[src/hw/rtl/vna_pkg.sv]
// Package for the vertex normal accumulator.
// Holds the item types, sizes and kind codes; depends on nothing.
package vna_pkg;

   localparam int VERTEX_COUNT = 4096;
   localparam int SUM_WIDTH    = 24;
   localparam int VADDR_W      = $clog2(VERTEX_COUNT);
   localparam int IDX_W        = 12;
   localparam int POS_W        = 16;
   localparam int NORM_W       = 16;
   localparam int EDGE_W       = POS_W + 1;
   localparam int PROD_W       = 2 * EDGE_W;
   // Wide enough for a cross product component and for a sum of SUM_WIDTH bits.
   localparam int VEC_W        = PROD_W + 1;
   localparam int MAG_W        = 30;
   localparam int SQ_W         = 2 * MAG_W + 2;
   localparam int LEN_W        = MAG_W + 1;
   localparam int Q_W          = 15;
   localparam int NUM_W        = MAG_W + 15;
   localparam int QDEPTH       = 4;
   localparam int QPTR_W       = $clog2(QDEPTH);

   localparam logic [1:0] KIND_LOAD   = 2'd0;
   localparam logic [1:0] KIND_FACE   = 2'd1;
   localparam logic [1:0] KIND_QUERY  = 2'd2;
   localparam logic [1:0] KIND_UNUSED = 2'd3;

   typedef struct packed {
      logic [1:0]              kind;
      logic [IDX_W-1:0]        index_a;
      logic [IDX_W-1:0]        index_b;
      logic [IDX_W-1:0]        index_c;
      logic signed [POS_W-1:0] pos_x;
      logic signed [POS_W-1:0] pos_y;
      logic signed [POS_W-1:0] pos_z;
   } req_type;

   typedef struct packed {
      logic [IDX_W-1:0]         vertex_index;
      logic signed [NORM_W-1:0] norm_x;
      logic signed [NORM_W-1:0] norm_y;
      logic signed [NORM_W-1:0] norm_z;
      logic                     zero_sum;
   } rsp_type;

   typedef struct packed {
      logic    valid;
      req_type item;
   } queue_head_type;

   typedef struct packed {
      logic                     nonzero;
      logic signed [NORM_W-1:0] n_x;
      logic signed [NORM_W-1:0] n_y;
      logic signed [NORM_W-1:0] n_z;
   } norm_res_type;

   function automatic logic index_ok(input logic [IDX_W-1:0] idx);
      return ({20'd0, idx} < 32'(VERTEX_COUNT));
   endfunction

endpackage

[src/hw/rtl/vna_front.sv]
// Front end: accepts items and holds them in a short queue.
// Depends on vna_pkg.
module vna_front import vna_pkg::*; (
   input  logic           clock,
   input  logic           reset,
   input  logic           start,
   output logic           busy,
   input  req_type        req_item,
   input  logic           pop,
   output queue_head_type head
);

   req_type            slot_ff [QDEPTH];
   logic [QPTR_W-1:0]  wr_ptr_ff, wr_ptr_in, rd_ptr_ff, rd_ptr_in;
   logic [QPTR_W:0]    count_ff, count_in;
   logic               push, do_pop;

   assign busy   = (count_ff == (QPTR_W+1)'(QDEPTH));
   assign push   = start && !busy;
   assign do_pop = pop && (count_ff != '0);
   assign head.valid = (count_ff != '0);
   assign head.item  = slot_ff[rd_ptr_ff];

   always_comb begin
      wr_ptr_in = push ? wr_ptr_ff + 1'b1 : wr_ptr_ff;
      rd_ptr_in = do_pop ? rd_ptr_ff + 1'b1 : rd_ptr_ff;
      count_in  = count_ff + (QPTR_W+1)'(push) - (QPTR_W+1)'(do_pop);
   end

   always_ff @(posedge clock) begin
      if (reset) begin
         wr_ptr_ff <= '0;
         rd_ptr_ff <= '0;
         count_ff  <= '0;
      end else begin
         wr_ptr_ff <= wr_ptr_in;
         rd_ptr_ff <= rd_ptr_in;
         count_ff  <= count_in;
      end
   end

   always_ff @(posedge clock) begin
      if (push) begin
         slot_ff[wr_ptr_ff] <= req_item;
      end
   end

endmodule

[config.mk]
export PLATFORM = sky130hd
export DESIGN_NAME = vna_front
export DESIGN_NICKNAME = d
export VERILOG_FILES = /design/src/hw/rtl/vna_pkg.sv /design/src/hw/rtl/vna_front.sv
export SDC_FILE = /design/constraint.sdc
export NUM_CORES = 1
export LEC_CHECK = 0
export BUFFER_PORTS_ARGS = -buffer_cell sky130_fd_sc_hd__buf_2
export CORE_ASPECT_RATIO = 0.75
export CORE_MARGIN = 2
export CORE_UTILIZATION = 49
export CTS_CLUSTER_DIAMETER = 80
export DETAILED_ROUTE_END_ITERATION = 8
export PLACE_DENSITY = 0.79
export SLEW_MARGIN = 20
export SYNTH_ARGS = -nofsm -noshare
export SYNTH_HDL_FRONTEND = slang
export SYNTH_SLANG_ARGS = --single-unit
[constraint.sdc]
create_clock -name clock -period 3.35 [get_ports clock]
set_clock_uncertainty 0.1 [all_clocks]
set_input_delay 0.67 -clock clock [delete_from_list [all_inputs] [get_ports clock]]
set_output_delay 0.67 -clock clock [all_outputs]
set_load 0.05 [all_outputs]
==> results of run 1 <==
[area by class of cell]
cell class,instances,area [sq um]
timing repair buffer,188,1056
tap,344,430.4
clock buffer,49,991.0
multi-input combinational,119,2208
sequential,353,10520
fill,1905,10590
clock inverter,8,88.84
antenna,1,2.502
inverter,6,22.52
[synth_stat cells, drive strengths merged]
cell,n,area [sq um]
edfxtp,344,10330
mux4,86,1937
buf,16,161.4
dfxtp,9,180.2
ha,6,75.07
inv,6,22.52
nor2,6,22.52
and2,5,31.28
clkbuf,5,18.77
nand2b,2,12.51
or3,2,12.51
xor2,2,17.52
a21oi,1,5.000
fa,1,20.02
mux2i,1,10.01
nor2b,1,6.260
nor3,1,5.000
nor3b,1,7.510
o21ai,1,5.000
o311ai,1,8.760
o31a,1,8.760
xnor2,1,8.760
[sequential cells by signal, indices dropped and copies added, names as in the netlist, named ones only]
register / count
slot_ff: 344
count_ff: 3
wr_ptr_ff: 2
rd_ptr_ff: 2
[layer usage]
| layer | vias up | wire (microns) |
|---|---|---|
| met1 | 3091 | 10220 |
| met3 | 42 | 1565 |
| met5 | - | 27 |
| met4 | 4 | 408 |
| li1 | 2536 | - |
| met2 | 193 | 11760 |
[metrics by stage]
step	instances	instance area [sq um]	utilization, %
after floorplan	499	12920	-
after global placement	1010	14230	54.95
after detailed placement	1010	14230	54.95
after CTS	1067	15310	59.11
after global routing	1067	15310	59.11
final	1068	15320	59.12
[kinds of logic after synthesis]
kind of cell / synth area share (%)
compound gates: 0.2132
simple gates: 0.7562
mux: 15.08
buf+inv: 1.571
flops: 81.43
xor+xnor: 0.2036
fa+ha+maj: 0.7368
[power breakdown]
part,leakage [uW],switching (uW),internal [uW]
clock,0.000523,1490,2200
combinational,0.00138,2850,1250
sequential,0.00323,164,5360
[path summary, 6_finish.rpt]
kind	from	to	slack, ps	cells past startpoint
setup / recovery	flip-flop	head[52]	450	3
hold reg to reg	wr_ptr_ff[1]	wr_ptr_ff[1]	450	2
hold / removal	req_item[13]	slot_ff[2][13]	280	1
setup reg to reg	count_ff[1]	count_ff[2]	700	11
==> key figures, run 1 <==
Run status
  – Status: finished clean

Critical path
  – Crit path cell chain: buf_12 -> mux4_2 -> buf_2
  – Worst Path Required: 2580 ps
  – CP Class: reg -> out
  – Crit-path max FO: 43
  – Worst Setup Start Kind: flip-flop
  – CP Capture Type: output port
  – CP peak stage delay: roughly 570 ps
  – Worst path bufs/invs: 2
  – Arr. time, crit path: about 2100 ps
  – Critical path's top delay family: buffers and inverters
  – CP max-delay cell: mux4_2

GRT
  – First-pass GRT wire length: around 36000 microns
  – Initial antenna violation count: 2
  – Grt met1 use: 23.24%
  – Vias in the first global route: 6412
  – Met3 Use GR: 4.028%
  – GRT Residual Overflow: 0
  – Largest net degree at the start of global routing: 87
  – M2 GR Usage: 29.13%
  – Aggregate global-route resource usage: 17.43%
  – Most Used Layer, Global Route: met2

Hold path
  – Worst Hold Class: in -> reg

Clocking
  – CTS H-Tree Depth: 2
  – Clk sinks: 353
  – Clk_lat worst skew: ~500 ps
  – # hold bufs at CTS: 0
  – Clock transition at path regs: 60 ps
  – Num CTS Buffers: 35
  – Post-cts sizing count: 0
  – Post-CTS setup buffers: 0
  – TritonCTS clock tree: done
  – CTS root buf: clkbuf_16
  – CTS max path bufs: 3

Floorplanning
  – Placeable Area: about 0.026 sq mm
  – Die area: 0.02767 sq mm
  – Die Y: around 140 microns
  – Initial core utilization: between 40% and 50%
  – I/O pins: 178
  – Die W: 191.4 microns
  – Cell Rows: 51

Power
  – Cell Pwr Density: 869.6 mW/mm^2
  – Total Power: 13320 uW
  – Leak pwr: 0.005126 uW
  – Peak VDD IR: ~0.6 mV

Synth
  – Synth Cell Area: 0.01291 sq mm
  – Gate Count Post-Synth: about 500
  – #FFs+latches synth: 353
  – Syn_area_per_cell: 25.86 sq um
  – Distinct cells, synth: 24
  – Yosys warning total: 0
  – Mapped Nets: 596
  – Sequential element share of the synthesized area: 81.43%

Routing
  – Via density: 5.493
  – Wire per inst: between 20 and 25 microns
  – DRT antenna net count: 0
  – Drt pass-1 iters: 4
  – Iter 0 DRT Violations: about 340
  – Via count: 5866
  – DR DRC count: 0
  – Final wirelength: 23980 microns

STA
  – Final setup violation count: 0
  – FMAX: 344.4 MHz
  – Minimum clock period: just under 3000 ps
  – Setup ws final: 446.5 ps
  – Slew Viols, Final: 0
  – Fin crit share: 86.67%
  – WHS: around 280 ps
  – Fin. Hold Viols: 0
  – Setup repair after global routing missed its margin: no
  – Slew @ Worst Pin: ~540 ps
  – Slew HR: a little under two thirds
  – Setup_tns: 0 ps

Placed design
  – Port Buffers: about 180
  – Post-DP HPWL: about 15000 microns
  – Post-Place Setup Slack: 470.3 ps
  – Routability Congestion: between 0.7 and 0.8

Layout
  – Nets: 800
  – Layout cell share with drive strength beyond 1: 44.95%
  – Most frequent cells in the layout: edfxtp_1, buf_2, mux4_2, clkbuf_16, clkbuf_1
  – Most common cell after layout, fill and taps aside: edfxtp_1
  – Area Overhead vs Synth: 18.68%

Flow run
  – Max Cap Violations: 0
(Power assumes the default switching activity.)
==> inputs of run 2 (changes only) <==
==> constraint.sdc (replaced) <==
create_clock -name clock -period 2.45 [get_ports clock]
set_clock_uncertainty 0.1 [all_clocks]
set_input_delay 0.49 -clock clock [delete_from_list [all_inputs] [get_ports clock]]
set_output_delay 0.49 -clock clock [all_outputs]
set_load 0.05 [all_outputs]
==> run 2 against run 1 <==
The flow now finishes with violations (setup timing). Combinational power increased by 79%. Sequential share of layout area fell by 4.6 points. Register-to-register slack got worse by 420 ps. Routed wire length increased by 5.5%. Cell area increased by 7.3%. Global-route usage rose by 1.4 points. Non-clock buffer count increased by 20. Die area is the same. Flip-flop and latch count stayed put. Clock-buffer cell count is 4 lower. Sequential power up 37%. Critical endpoint is now head[78].
==> key figures, run 2 (synthesis results as in run 1) <==
Critical path
  – CP max-delay cell: mux4_2
  – Crit path cell chain: buf_12 -> buf_16 -> mux4_2 -> buf_6
  – CP Capture Type: output port
  – Arr. time, crit path: 1940 ps (-190 ps)
  – Worst path bufs/invs: 3 (+1)
  – CP Class: reg -> out
  – Worst Path Required: 1860 ps (-720 ps)
  – Critical path's top delay family: multiplexers
  – Crit-path max FO: 9 (-79%)
  – CP peak stage delay: 530 ps (-40 ps)
  – Worst Setup Start Kind: flip-flop

Hold path
  – Worst Hold Class: in -> reg

Clocking
  – Num CTS Buffers: 34 (-2.9%)
  – # hold bufs at CTS: 0 (unchanged)
  – TritonCTS clock tree: done
  – Clk sinks: 353 (unchanged)
  – CTS root buf: clkbuf_16
  – CTS H-Tree Depth: 2 (unchanged)
  – Clk_lat worst skew: 480 ps (-20 ps)
  – CTS max path bufs: 3 (unchanged)
  – Clock transition at path regs: 60 ps (about the same)

Placed design
  – Routability Congestion: 0.7919 (+5.4%)
  – Placed Area: 0.01434 sq mm (+0.76%)
  – Post-DP HPWL: 14350 microns (-1.5%)
  – Port Buffers: 177 (unchanged)

Layout
  – Sequential cell area: 0.01052 sq mm (about the same)
  – Most common cell after layout, fill and taps aside: edfxtp_1
  – Area Overhead vs Synth: 27.29%
  – Post-route cell area: 0.01643 sq mm (+7.3%)
  – Nets: 819 (+2.4%)
  – Core Util, Final: 63.41% (+4.3 points)
  – Area of the multi-input gates: 0.002220 sq mm (+0.51%)
  – Number of flip-flops in the largest register: 344 (unchanged)
  – # fillers: 1700 (-11%)
  – Top flop regs: slot_ff x344, count_ff x3
  – Biggest register: slot_ff
  – Most frequent cells in the layout: edfxtp_1, buf_2, mux4_2, buf_6, clkbuf_16
  – Ant. Diodes: 0 (-1)
  – Layout cell share with drive strength beyond 1: 47.93% (+3.0 points)

GRT
  – Aggregate global-route resource usage: 18.81% (+1.4 points)
  – Initial antenna violation count: 3 (+1)
  – Largest net degree at the start of global routing: 39 (-55%)
  – First-pass GRT wire length: 38230 microns (+7.0%)
  – Vias in the first global route: 6402 (-0.16%)
  – GRT Residual Overflow: 0 (unchanged)

STA
  – Final setup violation count: 86 (+86)
  – Fin. Hold Viols: 0 (unchanged)
  – FMAX: slightly below 400 MHz
  – Fin crit share: 103.2%
  – Setup ws final: -77.62 ps (-524.1 ps)
  – Setup repair after global routing missed its margin: yes
  – Minimum clock period: 2528 ps
  – Slew HR: 71.37% (+7.6 points)
  – Slew @ Worst Pin: 424.1 ps (-119.1 ps)
  – Slew Viols, Final: 0 (unchanged)
  – WHS: 98.49 ps (-179.5 ps)

Floorplanning
  – Die area: 0.02767 sq mm (unchanged)
  – Die Y: 144.6 microns (unchanged)
  – I/O pins: 178 (unchanged)
  – Die W: 191.4 microns (unchanged)
  – Placeable Area: 0.02591 sq mm (unchanged)
  – Initial core utilization: 49.82% (unchanged)
  – Cell Rows: 51 (unchanged)

Flow run
  – Max Cap Violations: 0 (unchanged)

Run status
  – Status: finished, violations left
  – Failing checks: setup timing

Routing
  – Via density: 5.492 (about the same)
  – DRT antenna net count: 0 (unchanged)
  – Final wirelength: 25300 microns (+5.5%)
  – Iter 0 DRT Violations: 471 (+39%)
  – DR DRC count: 0 (unchanged)
  – Via count: 5992 (+2.1%)
  – Drt pass-1 iters: 4 (unchanged)
  – Wire per inst: 23.19 microns (+3.3%)

Power
  – Cell Pwr Density: 1235 mW/mm^2 (+42%)
  – Leak pwr: 0.005569 uW (+8.7%)
  – Peak VDD IR: 0.8651 mV (+45%)
==> run 2: cell types whose count changed in the layout (fill, tap and decap cells not counted), moves of 2 or more <==
cell and delta:
buf_12 +7, buf_16 +12, buf_2 -73, buf_4 -2, buf_6 +67, buf_8 +7, bufinv_16 +3, clkbuf_1 -4
clkbuf_16 +2, clkinv_2 +5, dfxtp_1 -3, dfxtp_2 +3
==> run 2: final cells by class <==
type,count,area share [%]
well taps,344,2.620
multi-input cells,119,13.51
inverters,6,0.1371
flip-flops and latches,353,64.04
repair buffers,208,12.51
clock inverters,16,1.234
clock buffers,45,5.941
==> run 2: metal layers <==
| metal | vias to the layer above | share of wire, % | GRT usage, % |
|---|---|---|---|
| li1 | 2593 | - | - |
| met1 | 3082 | 42 | 26.71 |
| met2 | 266 | 48 | 29.70 |
| met3 | 45 | 8.9 | 4.926 |
| met4 | 6 | 1.3 | 4.211 |
| met5 | - | 0.16 | 0 |
==> run 2: timing repair <==
action | 4_1_cts | 5_1_grt
buffers inserted | 4 | 0
gates cloned | 10 | 2
resized for setup | 165 | 1
endpoints found under the hold margin | 0 | 0
setup endpoints to repair | 86 | 86
==> run 2: path summary, 6_finish.rpt <==
kind / startpoint / end / slack, ps / cells past startpoint
setup reg to reg: count_ff[1] / count_ff[2] / 280 / 9
setup / recovery: flip-flop / head[78] / -80 / 4
hold / removal: req_item[43] / slot_ff[3][43] / 100 / 1
hold reg to reg: wr_ptr_ff[1] / wr_ptr_ff[1] / 420 / 2
==> run 2: stage by stage <==
step | setup WS, ps | cells | setup TNS, ps | total power, uW
global placement | 260.6 | 1014 | 0 | 13280
CTS | -121.1 | 1089 | -6682 | 20440
finish | -77.62 | 1091 | -3770 | 20290
detailed placement | 202.0 | 1014 | 0 | 13420
floorplan | 8.429 | 499 | 0 | 12150
global route | -142.6 | 1091 | -9847 | 21040
==> run 2: power breakdown <==
group | leakage, uW | total [uW] | internal [uW] | switching, uW
logic | 0.00176 | 7340 | 3040 | 4290
clock network | 0.000585 | 5400 | 3330 | 2070
registers | 0.00323 | 7550 | 7330 | 225
